File: src/rtl/sbp_pkg.sv
// Types and constants of the six-button pad select mux.
package sbp_pkg;

  localparam int unsigned NumWords   = 5;
  localparam int unsigned WordSelW   = 3;
  localparam int unsigned EdgeCntW   = 4;
  localparam int unsigned NowW       = 48;
  localparam int unsigned WindowW    = 24;
  localparam int unsigned ButtonsW   = 26;
  localparam int unsigned FlagsW     = 8;
  localparam int unsigned PortW      = 8;
  localparam int unsigned ApbAddrW   = 4;
  localparam int unsigned ApbDataW   = 32;

  typedef logic [PortW-1:0]    pad_word_t;
  typedef logic [WordSelW-1:0] word_sel_t;
  typedef logic [EdgeCntW-1:0] edge_cnt_t;

  // Item kinds
  localparam logic FUNC_BUTTONS = 1'b0;
  localparam logic FUNC_FLAGS   = 1'b1;

  // Register indexes (byte address / 4)
  localparam logic [1:0] REG_ENABLE     = 2'd0;
  localparam logic [1:0] REG_PORT_INDEX = 2'd1;
  localparam logic [1:0] REG_WINDOW     = 2'd2;

  localparam logic [WindowW-1:0] WINDOW_RESET = 24'd12000;

  // Pad word bit masks
  localparam logic [3:0] DIR_MASK    = 4'hf;
  localparam pad_word_t  LOW_FORCE   = 8'h0c;
  localparam pad_word_t  LOW_NIBBLE  = 8'h0f;
  localparam pad_word_t  HIGH_NIBBLE = 8'hf0;

  // Word indexes walked by the select sequence
  localparam word_sel_t WSEL_BASE  = 3'd0;
  localparam word_sel_t WSEL_HIGH  = 3'd1;
  localparam word_sel_t WSEL_ALLUP = 3'd2;
  localparam word_sel_t WSEL_EXT   = 3'd3;
  localparam word_sel_t WSEL_ALLDN = 3'd4;

  // Sequence counts
  localparam edge_cnt_t EDGE_MAX       = 4'd15;
  localparam edge_cnt_t EDGE_HIGH_WRAP = 4'd7;
  localparam edge_cnt_t EDGE_HIGH_EXT  = 4'd5;
  localparam edge_cnt_t EDGE_LOW_ALLDN = 4'd6;
  localparam edge_cnt_t EDGE_LOW_ALLUP = 4'd4;

endpackage

File: src/rtl/sbp_if.sv
// Request channel interfaces of the pad select mux.
interface sbp_in_if;
  import sbp_pkg::*;
  logic                valid;
  logic                ready;
  logic                func;
  logic [ButtonsW-1:0] buttons;
  logic [FlagsW-1:0]   flags;
  logic [NowW-1:0]     now;

  modport source (output valid, func, buttons, flags, now, input ready);
  modport sink   (input valid, func, buttons, flags, now, output ready);
endinterface

interface sbp_out_if;
  import sbp_pkg::*;
  logic             valid;
  logic             ready;
  logic [PortW-1:0] port_value;

  modport source (output valid, port_value, input ready);
  modport sink   (input valid, port_value, output ready);
endinterface

File: src/rtl/six_button_pad_select_mux.sv
// Six-button pad select mux: packs button words and walks the select sequence.
// A request passes the input register, then the result register; one request per cycle
// is accepted while the result side does not stall.
// The pad word and sequence state update in the cycle a request leaves the input register.
// Reset (rst_ni low, asynchronous) clears pad words, sequence state and valids,
// and loads the registers with enable=1, port_index=0, window_cycles=12000.
module six_button_pad_select_mux
  import sbp_pkg::*;
(
  input  logic                clk_i,
  input  logic                rst_ni,
  sbp_in_if.sink              in_i,
  sbp_out_if.source           out_o,
  input  logic                psel,
  input  logic                penable,
  input  logic                pwrite,
  input  logic [ApbAddrW-1:0] paddr,
  input  logic [ApbDataW-1:0] pwdata,
  output logic [ApbDataW-1:0] prdata,
  output logic                pready
);

  // Configuration registers
  logic               enable_q;
  logic               port_index_q;
  logic [WindowW-1:0] window_cycles_q;
  logic               cfg_we;

  assign pready = 1'b1;
  assign cfg_we = psel && penable && pwrite;

  always_ff @(posedge clk_i or negedge rst_ni) begin
    if (!rst_ni) begin
      enable_q        <= 1'b1;
      port_index_q    <= 1'b0;
      window_cycles_q <= WINDOW_RESET;
    end else if (cfg_we) begin
      case (paddr[3:2])
        REG_ENABLE:     enable_q        <= pwdata[0];
        REG_PORT_INDEX: port_index_q    <= pwdata[0];
        REG_WINDOW:     window_cycles_q <= pwdata[WindowW-1:0];
        default: ;
      endcase
    end
  end

  always_comb begin
    case (paddr[3:2])
      REG_ENABLE:     prdata = {{(ApbDataW-1){1'b0}}, enable_q};
      REG_PORT_INDEX: prdata = {{(ApbDataW-1){1'b0}}, port_index_q};
      REG_WINDOW:     prdata = {{(ApbDataW-WindowW){1'b0}}, window_cycles_q};
      default:        prdata = '0;
    endcase
  end

  // Input register
  logic                s1_valid_q;
  logic                s1_func_q;
  logic [ButtonsW-1:0] s1_buttons_q;
  logic [FlagsW-1:0]   s1_flags_q;
  logic [NowW-1:0]     s1_now_q;
  logic                out_valid_q;
  pad_word_t           out_value_q;
  logic                advance;
  logic                in_accept;

  assign advance   = s1_valid_q && (!out_valid_q || out_o.ready);
  assign in_i.ready = !s1_valid_q || advance;
  assign in_accept = in_i.valid && in_i.ready;

  always_ff @(posedge clk_i or negedge rst_ni) begin
    if (!rst_ni) begin
      s1_valid_q <= 1'b0;
    end else if (in_i.ready) begin
      s1_valid_q <= in_i.valid;
    end
  end

  always_ff @(posedge clk_i) begin
    if (in_accept) begin
      s1_func_q    <= in_i.func;
      s1_buttons_q <= in_i.buttons;
      s1_flags_q   <= in_i.flags;
      s1_now_q     <= in_i.now;
    end
  end

  // Pad state
  pad_word_t           pad_words_q [NumWords];
  pad_word_t           pad_words_d [NumWords];
  word_sel_t           word_select_q, word_select_d;
  edge_cnt_t           edge_count_q, edge_count_d;
  logic [NowW-1:0]     window_start_q, window_start_d;

  logic [3:0]  dirs;
  pad_word_t   w0;
  logic        sel_line;
  logic        in_window;
  logic [NowW:0] window_end;
  edge_cnt_t   bumped;
  word_sel_t   read_sel;

  assign dirs       = s1_buttons_q[3:0] & DIR_MASK;
  assign w0         = {1'b0, s1_buttons_q[25], s1_buttons_q[16], 1'b0, dirs} | LOW_FORCE;
  assign sel_line   = port_index_q ? s1_flags_q[5] : s1_flags_q[4];
  assign window_end = {1'b0, window_start_q} + {{(NowW+1-WindowW){1'b0}}, window_cycles_q};
  assign in_window  = {1'b0, s1_now_q} < window_end;
  assign bumped     = (edge_count_q == EDGE_MAX) ? EDGE_MAX : edge_count_q + 4'd1;

  always_comb begin
    pad_words_d    = pad_words_q;
    word_select_d  = word_select_q;
    edge_count_d   = edge_count_q;
    window_start_d = window_start_q;
    if (s1_func_q == FUNC_BUTTONS) begin
      if (!enable_q) begin
        pad_words_d[0] = '0;
        pad_words_d[1] = '0;
        pad_words_d[3] = '0;
      end else begin
        pad_words_d[0] = w0;
        pad_words_d[1] = {1'b0, s1_buttons_q[18], s1_buttons_q[17], 1'b0, dirs};
        pad_words_d[2] = w0 | LOW_NIBBLE;
        pad_words_d[3] = {1'b0, s1_buttons_q[21], s1_buttons_q[20], 1'b0,
                          s1_buttons_q[19], s1_buttons_q[24], 2'b00};
        pad_words_d[4] = w0 & HIGH_NIBBLE;
      end
    end else if (sel_line) begin
      word_select_d = WSEL_HIGH;
      if (in_window) begin
        edge_count_d = bumped;
        if (bumped == EDGE_HIGH_WRAP) begin
          edge_count_d = '0;
        end else if (bumped == EDGE_HIGH_EXT) begin
          word_select_d = WSEL_EXT;
        end
      end else begin
        edge_count_d = '0;
      end
    end else begin
      word_select_d = WSEL_BASE;
      if (in_window) begin
        edge_count_d = bumped;
        if (bumped == EDGE_LOW_ALLDN) begin
          word_select_d = WSEL_ALLDN;
        end else if (bumped == EDGE_LOW_ALLUP) begin
          word_select_d  = WSEL_ALLUP;
          window_start_d = s1_now_q;
        end
      end else begin
        edge_count_d   = '0;
        window_start_d = s1_now_q;
      end
    end
  end

  assign read_sel = (word_select_d > WSEL_ALLDN) ? WSEL_BASE : word_select_d;

  always_ff @(posedge clk_i or negedge rst_ni) begin
    if (!rst_ni) begin
      for (int i = 0; i < NumWords; i++) begin
        pad_words_q[i] <= '0;
      end
      word_select_q  <= WSEL_BASE;
      edge_count_q   <= '0;
      window_start_q <= '0;
    end else if (advance) begin
      pad_words_q    <= pad_words_d;
      word_select_q  <= word_select_d;
      edge_count_q   <= edge_count_d;
      window_start_q <= window_start_d;
    end
  end

  // Result register
  always_ff @(posedge clk_i or negedge rst_ni) begin
    if (!rst_ni) begin
      out_valid_q <= 1'b0;
    end else if (advance) begin
      out_valid_q <= 1'b1;
    end else if (out_o.ready) begin
      out_valid_q <= 1'b0;
    end
  end

  always_ff @(posedge clk_i) begin
    if (advance) begin
      out_value_q <= ~pad_words_d[read_sel];
    end
  end

  assign out_o.valid      = out_valid_q;
  assign out_o.port_value = out_value_q;

endmodule

File: src/flat_wrapper.sv
// flat-port wrapper written by rule: the top's interface ports become plain ports
module six_button_pad_select_mux_flat import sbp_pkg::*;
  (clk_i, rst_ni, psel, penable, pwrite, paddr, pwdata, prdata, pready, in_i_valid, in_i_func, in_i_buttons, in_i_flags, in_i_now, in_i_ready, out_o_valid, out_o_port_value, out_o_ready);
  sbp_in_if in_i_i ();
  sbp_out_if out_o_i ();
  input  logic clk_i;
  input  logic rst_ni;
  input  logic psel;
  input  logic penable;
  input  logic pwrite;
  input  logic [ApbAddrW-1:0] paddr;
  input  logic [ApbDataW-1:0] pwdata;
  output logic [ApbDataW-1:0] prdata;
  output logic pready;
  input wire logic [$bits(in_i_i.valid)-1:0] in_i_valid;
  input wire logic [$bits(in_i_i.func)-1:0] in_i_func;
  input wire logic [$bits(in_i_i.buttons)-1:0] in_i_buttons;
  input wire logic [$bits(in_i_i.flags)-1:0] in_i_flags;
  input wire logic [$bits(in_i_i.now)-1:0] in_i_now;
  output wire logic [$bits(in_i_i.ready)-1:0] in_i_ready;
  output wire logic [$bits(out_o_i.valid)-1:0] out_o_valid;
  output wire logic [$bits(out_o_i.port_value)-1:0] out_o_port_value;
  input wire logic [$bits(out_o_i.ready)-1:0] out_o_ready;
  assign in_i_i.valid = in_i_valid;
  assign in_i_i.func = in_i_func;
  assign in_i_i.buttons = in_i_buttons;
  assign in_i_i.flags = in_i_flags;
  assign in_i_i.now = in_i_now;
  assign in_i_ready = in_i_i.ready;
  assign out_o_valid = out_o_i.valid;
  assign out_o_port_value = out_o_i.port_value;
  assign out_o_i.ready = out_o_ready;
  six_button_pad_select_mux u_core (.clk_i(clk_i), .rst_ni(rst_ni), .in_i(in_i_i), .out_o(out_o_i), .psel(psel), .penable(penable), .pwrite(pwrite), .paddr(paddr), .pwdata(pwdata), .prdata(prdata), .pready(pready));
endmodule
File: config.mk
export PLATFORM = sky130hd
export DESIGN_NAME = six_button_pad_select_mux_flat
export DESIGN_NICKNAME = d
export VERILOG_FILES = /design/src/rtl/sbp_pkg.sv /design/src/rtl/sbp_if.sv /design/src/rtl/six_button_pad_select_mux.sv /design/src/flat_wrapper.sv
export SDC_FILE = /design/constraint.sdc
export NUM_CORES = 1
export LEC_CHECK = 0
export BUFFER_PORTS_ARGS = -buffer_cell sky130_fd_sc_hd__buf_2
export CORE_ASPECT_RATIO = 0.5
export CORE_MARGIN = 2
export CORE_UTILIZATION = 57
export CTS_CLUSTER_DIAMETER = 40
export DETAILED_ROUTE_END_ITERATION = 8
export MAX_ROUTING_LAYER = met4
export PLACE_DENSITY_LB_ADDON = 0.15
export SYNTH_ARGS = -nofsm -noshare
export SYNTH_HDL_FRONTEND = slang
export SYNTH_SLANG_ARGS = --single-unit
File: constraint.sdc
create_clock -name clk_i -period 5.7 [get_ports clk_i]
set_clock_uncertainty 0.2 [all_clocks]
set_input_delay 0.57 -clock clk_i [delete_from_list [all_inputs] [get_ports clk_i]]
set_output_delay 0.57 -clock clk_i [all_outputs]
set_load 0.01 [all_outputs]
==> results.py, run 1 <==
metrics = {
    "synth": {
        "yosysWarningCount": 0,
        "syn-instance-count": 910,
        "async_reset_ff_share_pct": 63.40,
        "ys_seq_area_share_pct": 50.20,
        "synth_edf_count": 71,
        "yosys_register_bits": 194,
        "syn_avg_cell_area_um2": 11.43,
        "yosysUniqueCellTypes": 68,
        "synthesis.area_mm2": 0.01040,
        "synthFlopType": "dfrtp_1",
    },
    "finish": {
        "nets": 1253,
        "syn_to_final_growth_pct": 14.90,
        "final_area_mm2": 0.01195,
        "diodes": 0,
        "drive_gt1_share_pct": 26.38,
    },
    "sta": {
        "setup_viol": 0,
        "slew_headroom_pct": 33.48,
        "tightestPinTransition_ns": 0.9957,
        "rsz0062_at_grt": "false",
        "fmax_mhz": 184.5,
        "layout_setup_ws_ns": 0.2802,
        "tns_ns": 0,
        "min_period_ns": 5.420,
        "fin_crit_sh_pct": 95.09,
        "finalHoldViolCount": 0,
        "finalMaxSlewViolations": 0,
    },
    "place": {
        "place.gp.congestion": 0.9112,
        "io_buffers": 129,
        "dpl_worst_slack_ns": 0.09155,
        "hpwl_um": 16040,
        "post_dp_cell_area_mm2": 0.01133,
    },
    "critical_path": {
        "crit_chain": "ha_1 -> and3_1 -> and2_1 -> a221o_1 -> a221o_1 -> a32oi_2 -> o21a_4 -> nor3b_1 -> xnor2_1 -> ha_1 -> nand3_1 -> nor4_2 -> buf_4 -> nand3_1 -> or3_4 -> a21o_2 -> a211o_2 -> buf_12 -> mux2_4",
        "critPathCaptureType": "register",
        "crit_path_max_fanout": 30,
        "arrival_ns": 5.54,
        "cp_slowest_cell": "dfrtp_1",
        "cp-start-kind": "register",
        "reg2reg_depth": 19,
        "critPathBufInv": 2,
        "crit_type": "reg -> reg",
        "cp.depth": 19,
        "cp_top_family": "compound AO/OA/AOI/OAI gates",
        "critPathMaxStageDelay_ns": 0.39,
        "cp.required_ns": 5.82,
    },
    "global_routing": {
        "grt_use_met1_pct": 34.69,
        "met2_usage_pct": 39.89,
        "grt_pass1_wl_um": 37570,
        "antenna_found_initial": 0,
        "grt_max_degree": 58,
        "use_met3_pct": 3.866,
        "grt_usage_pct": 25.22,
        "overflow": 0,
        "grt_pass1_vias": 7570,
        "busiest_layer": "met2",
    },
    "clocking": {
        "clock_sinks": 194,
        "post_cts_buffers": 0,
        "htree_levels": 4,
        "cts_root_buf": "clkbuf_16",
        "tritoncts": "done",
        "clock_latency_ns": 0.43,
        "clk_pin_slew_ns": 0.08,
        "numCtsBuffers": 17,
        "cts_buffer_depth": 2,
    },
    "detailed_routing": {
        "wl_per_cell_um": 17.19,
        "wirelength_um": 22330,
        "drtPass1Iterations": 4,
        "via_per_inst": 5.701,
        "vias": 7406,
        "first_iter_violations": 353,
        "drcViolationCount": 0,
        "ant_nets": 0,
    },
    "power_and_ir_drop": {
        "ir_worst_vdd_mv": 0.2408,
        "combPwrFrac_pct": 42.1,
        "p_leak_nw": 5.389,
        "p_total_mw": 5.566,
        "p_int_mw": 3.496,
        "power.density_mw_per_mm2": 465.9,
        "switching_power_mw": 2.070,
        "netSwitchingFraction_pct": 37.19,
        "power_frac_seq_pct": 36.9,
        "clockPowerShare_pct": 21.1,
    },
    "floorplan": {
        "start_util_pct": 59.04,
        "std_cell_rows": 34,
        "die_w_um": 195.0,
        "coreArea_mm2": 0.01761,
        "die_area_mm2": 0.01940,
        "boundaryPins": 169,
        "die-height_um": 99.50,
    },
    "hold_path": {
        "worstHoldPathCells": 1,
        "hold_path.class": "in -> reg",
    },
    "run_status": {
        "outcome": "complete, no violations",
    },
    "job": {
        "maxCapViolCount": 0,
    },
}
-- layout make-up --
type,instances,area [µm²]
Fill cell,1339,5665
Sequential cell,194,5220
Multi-Input combinational cell,673,4967
Timing Repair Buffer,150,833.3
Clock buffer,18,429.2
Tap cell,234,292.8
Clock inverter,14,143.9
Inverter,16,60.06
-- through the flow --
step / hold WS (ns) / std cells / utilization (%)
floorplan: 0.07441 / 917 / -
global placement: 0.2493 / 1266 / 64.35
detailed placement: 0.2518 / 1266 / 64.35
CTS: 0.09136 / 1299 / 67.66
global route: 0.08686 / 1299 / 67.83
finish: 0.1043 / 1299 / 67.83
-- power by group through the flow --
stage / combinational (mW) / sequential [mW] / clock, mW
finish: 2.34 / 2.05 / 1.17
global route: 2.64 / 2.10 / 1.26
CTS: 2.32 / 2.05 / 1.19
detailed placement: 2.29 / 2.07 / 0
global placement: 2.22 / 2.06 / 0
floorplan: 1.79 / 1.98 / 0
-- layer usage --
metal	part of all wire, %	routed length (µm)	vias to the layer above
met2	46	10380	189
met4	0.91	204	0
li1	-	-	3585
met5	0	0	-
met1	49	10850	3620
met3	4.0	903	12
-- repair_timing --
action / CTS / global route
hold buffers: 1 / 0
hold endpoints to repair: 29 / 0
endpoints found under the setup margin: 0 / 56
resized for setup: 0 / 8
-- registers in the layout, summed over array words and instances (netlist names), 2 cells and up --
register                 cells
u_core.edge_count_q          4
u_core.s1_now_q             48
u_core.window_cycles_q      24
u_core.s1_buttons_q         12
u_core.out_o.port_value      8
u_core.pad_words_q          40
u_core.window_start_q       48
u_core.word_select_q         3
u_core.s1_flags_q            2
-- path summary, 6_finish.rpt --
kind	start	end	slack, ns
worst max-delay path	u_core.window_start_q[14]	u_core.window_start_q[39]	0.28
worst min-delay path	in_i_now[25]	u_core.s1_now_q[25]	0.10
worst max register to register	u_core.window_start_q[14]	u_core.window_start_q[39]	0.28
worst min register to register	u_core.pad_words_q[19]	u_core.pad_words_q[19]	0.27
max in group asynchronous	rst_ni	u_core.pad_words_q[11]	3.78
min in group asynchronous	rst_ni	u_core.window_cycles_q[15]	0.43
-- Yosys cell counts (12+ instances only) --
master | number | area (µm²)
and2_1 | 39 | 244.0
dfrtp_1 | 115 | 2878
clkbuf_1 | 17 | 63.81
a21oi_1 | 65 | 325.3
nor2b_1 | 15 | 93.84
xor2_1 | 16 | 140.1
nor2_1 | 33 | 123.9
a21o_1 | 12 | 90.09
nand2_1 | 106 | 397.9
mux2_2 | 56 | 630.6
xnor2_1 | 28 | 245.2
o21ai_0 | 26 | 130.1
nand3_1 | 33 | 165.2
inv_1 | 15 | 56.30
ha_1 | 74 | 925.9
mux2_4 | 20 | 300.3
edfxtp_1 | 71 | 2132
nand4_1 | 13 | 81.33
-- cell usage in the layout (no fill, tap or decap), types with 4 or more instances in the layout --
| cell | Yosys | routed |
|---|---|---|
| conb_1 | 2 | 9 |
| mux2_4 | 20 | 20 |
| a221o_1 | 5 | 5 |
| nor3b_1 | 5 | 4 |
| o21ai_0 | 26 | 26 |
| nor3_1 | 10 | 10 |
| nand2_1 | 106 | 106 |
| a21o_1 | 12 | 12 |
| nand4_1 | 13 | 13 |
| dfrtp_1 | 115 | 115 |
| o21bai_1 | 5 | 5 |
| clkinv_4 | 0 | 4 |
| mux2_2 | 56 | 56 |
| nand2b_1 | 11 | 11 |
| inv_8 | 0 | 4 |
| ha_1 | 74 | 74 |
| o211ai_1 | 6 | 6 |
| xor2_1 | 16 | 16 |
| inv_1 | 15 | 15 |
| xnor2_1 | 28 | 28 |
| dfstp_2 | 8 | 8 |
| buf_2 | 3 | 128 |
| buf_4 | 11 | 19 |
| nand3_1 | 33 | 33 |
| nor2b_1 | 15 | 15 |
| nor2_1 | 33 | 33 |
| and3_1 | 9 | 8 |
| and4_1 | 6 | 6 |
| a221oi_1 | 7 | 7 |
| clkbuf_16 | 0 | 17 |
| a21oi_1 | 65 | 64 |
| mux2i_1 | 7 | 7 |
| a31oi_1 | 4 | 4 |
| and2_1 | 39 | 38 |
| edfxtp_1 | 71 | 71 |
-- logic make-up (layout without fill, tap and decap cells) --
| family | after synthesis | count (layout) | share of synthesized area (%) |
|---|---|---|---|
| other | 2 | 9 | 0.07223 |
| xor gates and xnor gates | 44 | 44 | 3.706 |
| and+or+nand+nor | 293 | 293 | 14.09 |
| muxes | 83 | 83 | 9.627 |
| buffers and inverters | 50 | 198 | 2.623 |
| adders and majority gates | 75 | 75 | 9.097 |
| AOI/OAI and AO/OA | 169 | 169 | 10.58 |
| DFF | 194 | 194 | 50.20 |
Power figures use the tool's default switching activity.
==> run 2: changes to the inputs <==
Settings changed: CORE_UTILIZATION 57 to 25.
==> run 2 against run 1 <==
Compared with the run above:
- cell count is 23% higher
- design area rose by 4.0%
- worst hold slack got worse by 0.020 ns
- first-iteration DRC count is 19% higher
- register-to-register slack got worse by 0.03 ns
- critical endpoint is now u_core.window_start_q[33]
- largest power group unchanged
==> results.py, run 2 (synthesized netlist as in run 1, its figures left out) <==
metrics = {
    "global_routing": {
        "grt_max_degree": 64,
        "grt_pass1_wl_um": 42010,
        "antenna_found_initial": 0,
        "grt_usage_pct": 12.87,
        "overflow": 0,
        "grt_pass1_vias": 7421,
    },
    "hold_path": {
        "worstHoldPathCells": 1,
        "hold_path.class": "in -> reg",
        "min_to": "u_core.s1_now_q[28]",
        "holdCritStartpoint": "in_i_now[28]",
    },
    "job": {
        "maxCapViolCount": 0,
    },
    "detailed_routing": {
        "drtPass1Iterations": 4,
        "drcViolationCount": 0,
        "first_iter_violations": 421,
        "via_per_inst": 4.555,
        "wirelength_um": 26550,
        "vias": 7306,
        "wl_per_cell_um": 16.55,
        "ant_nets": 0,
    },
    "clocking": {
        "htree_levels": 4,
        "cts_root_buf": "clkbuf_16",
        "cts_buffer_depth": 2,
        "numCtsBuffers": 17,
        "tritoncts": "done",
        "clk_pin_slew_ns": 0.08,
        "clock_sinks": 194,
        "clock_latency_ns": 0.45,
    },
    "critical_path": {
        "crit_path_max_fanout": 12,
        "crit_type": "reg -> reg",
        "rr_startpoint": "u_core.window_cycles_q[9]",
        "cp.required_ns": 5.83,
        "reg2reg_depth": 19,
        "arrival_ns": 5.59,
        "cp-start-kind": "register",
        "ff2ff_setup_slack_ns": 0.25,
        "critPathCaptureType": "register",
        "r2r-end": "u_core.window_start_q[33]",
    },
    "sta": {
        "layout_setup_ws_ns": 0.2480,
        "min_period_ns": 5.452,
        "finalMaxSlewViolations": 0,
        "finalHoldViolCount": 0,
        "fin_crit_sh_pct": 95.65,
        "tightestPinTransition_ns": 1.087,
        "slew_headroom_pct": 27.41,
        "setup_viol": 0,
        "fmax_mhz": 183.4,
    },
    "power_and_ir_drop": {
        "p_int_mw": 3.601,
        "power.density_mw_per_mm2": 462.0,
        "switching_power_mw": 2.139,
        "p_leak_nw": 5.422,
        "netSwitchingFraction_pct": 37.27,
        "power_frac_seq_pct": 36.0,
        "ir_worst_vdd_mv": 0.2356,
        "combPwrFrac_pct": 41.9,
        "clockPowerShare_pct": 22.2,
    },
    "run_status": {
        "outcome": "complete, no violations",
    },
    "finish": {
        "largestRegisters": "u_core.s1_now_q x48, u_core.window_start_q x48, u_core.pad_words_q x40",
        "diodes": 0,
        "multiInputGateArea_mm2": 0.005016,
        "drive_gt1_share_pct": 26.88,
        "final_cell_mix": "buf_2 (128), dfrtp_1 (115), nand2_1 (106)",
        "seq_area_mm2": 0.005220,
        "final_area_mm2": 0.01243,
        "syn_to_final_growth_pct": 19.51,
        "nets": 1252,
        "layout_commonest_cell": "buf_2",
        "fillers": 4185,
    },
    "floorplan": {
        "coreArea_mm2": 0.04073,
        "die_area_mm2": 0.04334,
        "die-height_um": 148.2,
        "die_w_um": 292.4,
        "boundaryPins": 169,
        "start_util_pct": 25.53,
        "std_cell_rows": 52,
    },
    "place": {
        "place.gp.congestion": 0.7797,
        "hpwl_um": 18830,
        "post_dp_cell_area_mm2": 0.01167,
        "io_buffers": 129,
        "dpl_worst_slack_ns": 0.04723,
    },
}
run 2: layout make-up:
type                       instances  share of cell area (%)
sequential                       194                   42.01
multi-input combinational        673                   40.37
timing repair buffer             149                   6.807
tap                              540                   5.438
clock buffer                      18                   3.534
clock inverter                    14                   1.359
inverter                          16                  0.4833
run 2: worst max path at each step:
stage | startpoint | slack (ns) | cells after the start | endpoint
floorplan | u_core.window_start_q[15] | 0.62 | 20 | u_core.window_start_q[20]
global placement | u_core.window_cycles_q[9] | 0.12 | 18 | u_core.out_o.port_value[0]
detailed placement | u_core.window_cycles_q[15] | 0.05 | 18 | u_core.out_o.port_value[3]
CTS | u_core.window_cycles_q[9] | 0.01 | 18 | u_core.out_o.port_value[5]
global route | u_core.window_start_q[15] | -0.009 | 18 | u_core.out_o.port_value[5]
finish | u_core.window_cycles_q[9] | 0.25 | 19 | u_core.window_start_q[33]
run 2: through the flow:
step	setup TNS (ns)	power (mW)	util, %	hold slack, ns	instances
finish	0	5.740	30.51	0.08445	1604
global route	-0.009396	6.224	30.51	0.05903	1604
CTS	0	5.755	30.18	0.05417	1601
detailed placement	0	4.430	28.66	0.2531	1568
global placement	0	4.395	28.66	0.2532	1568
floorplan	0	3.765	-	0.07441	917
run 2: metal layers:
layer	vias up	global-route usage, %	wire (µm)	share of wire, %
li1	3590	-	-	-
met1	3607	16.97	12950	49
met2	91	20.53	12620	48
met3	18	2.197	670	2.5
met4	0	3.487	299	1.1
met5	-	-	0	0
run 2: what timing repair did:
action / in CTS / in global routing
setup buffers: 0 / 1
resized for setup: 0 / 17
hold endpoints to repair: 35 / 0
setup endpoints to repair: 0 / 56
hold buffers: 1 / 0
run 2: power groups by stage:
stage / registers (mW) / logic (mW) / clock network, mW
2_1_floorplan: 1.98 / 1.79 / 0
3_3_place_gp: 2.08 / 2.31 / 0
3_5_place_dp: 2.09 / 2.34 / 0
4_1_cts: 2.06 / 2.37 / 1.33
5_1_grt: 2.11 / 2.73 / 1.38
6_report: 2.06 / 2.40 / 1.27
run 2: critical path: stages, from the launching register on:
cell and delay, ns:
dfstp_2 0.55, ha_1 0.27, a21oi_1 0.15, o21ai_0 0.12
and2_1 0.23, a311o_2 0.43, a32oi_2 0.28, o21a_1 0.16
buf_6 0.17, nor3b_1 0.08, xnor2_1 0.13, ha_1 0.33
nand3_2 0.14, nor4_4 0.34, nand3_1 0.16, or3_1 0.38
a21o_2 0.25, a211o_2 0.40, clkbuf_16 0.23, mux2_4 0.31
==> run 3: changes to the inputs <==
Settings changed: BUFFER_PORTS_ARGS -buffer_cell sky130_fd_sc_hd__buf_2 to -buffer_cell sky130_fd_sc_hd__buf_4.
==> run 3 against run 2 <==
Compared with the run above:
- maximum frequency grew 0.57%
- routed wire length shrank 0.71%
- non-clock buffer count grew 1
- register-to-register slack gained 0.03 ns
- first-iteration DRC count grew 2.6%
- count of clock-buffer cells in the layout is the same
- via count grew 0.18%
- sequential power is essentially flat
- core utilization grew 0.65 points
- critical path type unchanged
- critical endpoint is now u_core.out_o.port_value[0]
==> results.py, run 3 (synthesized netlist as in run 1, its figures left out) <==
metrics = {
    "run_status": {
        "outcome": "complete, no violations",
    },
    "floorplan": {
        "die-height_um": 148.2,
        "coreArea_mm2": 0.04073,
        "die_w_um": 292.4,
        "die_area_mm2": 0.04334,
        "start_util_pct": 25.53,
        "boundaryPins": 169,
        "std_cell_rows": 52,
    },
    "critical_path": {
        "critPathCaptureType": "register",
        "crit_path_max_fanout": 12,
        "crit_type": "reg -> reg",
        "cp-start-kind": "register",
        "arrival_ns": 5.43,
        "cp.required_ns": 5.70,
    },
    "detailed_routing": {
        "drcViolationCount": 0,
        "wl_per_cell_um": 16.42,
        "ant_nets": 0,
        "vias": 7319,
        "drtPass1Iterations": 6,
        "via_per_inst": 4.560,
        "wirelength_um": 26360,
        "first_iter_violations": 432,
    },
    "clocking": {
        "cts_root_buf": "clkbuf_16",
        "tritoncts": "done",
        "clock_latency_ns": 0.45,
        "htree_levels": 4,
        "numCtsBuffers": 17,
        "clock_sinks": 194,
        "clk_pin_slew_ns": 0.08,
        "cts_buffer_depth": 2,
    },
    "sta": {
        "setup_viol": 0,
        "finalHoldViolCount": 0,
        "slew_headroom_pct": 20.26,
        "fmax_mhz": 184.5,
        "finalMaxSlewViolations": 0,
        "layout_setup_ws_ns": 0.2788,
        "tightestPinTransition_ns": 1.194,
        "fin_crit_sh_pct": 95.11,
        "min_period_ns": 5.421,
    },
    "finish": {
        "syn_to_final_growth_pct": 22.05,
        "largestRegisters": "u_core.s1_now_q x48, u_core.window_start_q x48, u_core.pad_words_q x40",
        "layout_commonest_cell": "buf_4",
        "final_cell_mix": "buf_4 (147), dfrtp_1 (115), nand2_1 (106)",
        "diodes": 0,
        "nets": 1253,
        "drive_gt1_share_pct": 26.95,
        "finalNonFillerCells": 1605,
    },
    "global_routing": {
        "overflow": 0,
        "grt_use_met1_pct": 16.57,
        "met2_usage_pct": 20.75,
        "grt_usage_pct": 12.84,
        "grt_pass1_vias": 7588,
        "grt_pass1_wl_um": 42070,
        "busiest_layer": "met2",
        "grt_max_degree": 64,
        "use_met3_pct": 2.555,
        "antenna_found_initial": 0,
    },
    "place": {
        "place.gp.congestion": 0.8030,
        "dpl.cell_count": 1569,
        "dpl_worst_slack_ns": 0.03658,
        "io_buffers": 129,
        "hpwl_um": 19110,
    },
    "job": {
        "maxCapViolCount": 0,
    },
    "hold_path": {
        "hold_path.class": "in -> reg",
    },
    "power_and_ir_drop": {
        "ir_worst_vdd_mv": 0.1989,
        "p_leak_nw": 5.498,
        "power.density_mw_per_mm2": 449.8,
        "p_total_mw": 5.707,
    },
}
==> run 3: layout make-up <==
type | instances | area (µm²)
Clock buffer | 18 | 429.2
Clock inverter | 14 | 150.1
Fill cell | 4138 | 28040
Inverter | 16 | 60.06
Multi-Input combinational cell | 673 | 5001
Sequential cell | 194 | 5220
Tap cell | 540 | 675.6
Timing Repair Buffer | 150 | 1154
==> run 3: critical path: stages, from the launching register on <==
cell and delay, ns:
dfstp_2 0.55, ha_1 0.27, a21oi_1 0.16, o21ai_0 0.13, and2_1 0.24, a311o_2 0.44, a32oi_2 0.28, o21a_1 0.22
buf_12 0.15, nor3b_1 0.06, xnor2_1 0.13, ha_1 0.34, nand3_2 0.14, nor4_4 0.33, nand3_1 0.14, or3_1 0.38
a211o_1 0.33, and3b_2 0.33, a221o_1 0.36
==> run 3: per-layer routing <==
layer	routed length (µm)	part of all wire [%]
met1	12480	47
met2	12820	49
met3	771	2.9
met4	278	1.1
met5	0	0
==> run 3: where the power goes <==
group	internal [mW]	total (mW)	switching [mW]
clock	0.620	1.22	0.600
combinational	1.18	2.43	1.25
sequential	1.78	2.06	0.281
total	3.58	5.71	2.13
==> run 3: stage by stage <==
step / hold WS, ns / utilization [%] / TNS [ns] / instance area, µm²
3_3_place_gp: 0.2498 / 29.50 / 0 / 12020
3_5_place_dp: 0.2524 / 29.50 / 0 / 12020
5_1_grt: 0.05659 / 31.16 / -0.006808 / 12690
6_report: 0.08755 / 31.16 / 0 / 12690
4_1_cts: 0.05716 / 30.95 / 0 / 12600
2_1_floorplan: 0.07441 / - / 0 / 10420
==> run 3: final timing paths <==
path                                      startpoint                          to  slack [ns]  cells past startpoint
min                                  in_i_buttons[2]      u_core.s1_buttons_q[2]        0.09                      1
min reg2reg                   u_core.pad_words_q[18]      u_core.pad_words_q[18]        0.26                      1
min in group asynchronous                     rst_ni  u_core.window_cycles_q[22]        0.42                      2
max                        u_core.window_cycles_q[9]  u_core.out_o.port_value[0]        0.28                     18
max reg2reg                u_core.window_cycles_q[9]  u_core.out_o.port_value[0]        0.28                     18
max in group asynchronous                     rst_ni      u_core.pad_words_q[18]        3.71                      3
==> run 3: repair_timing <==
action,CTS,global route
setup endpoints to repair,0,56
hold endpoints to repair,28,0
hold buffers,1,0
resized for setup,0,13
buffers inserted,0,3
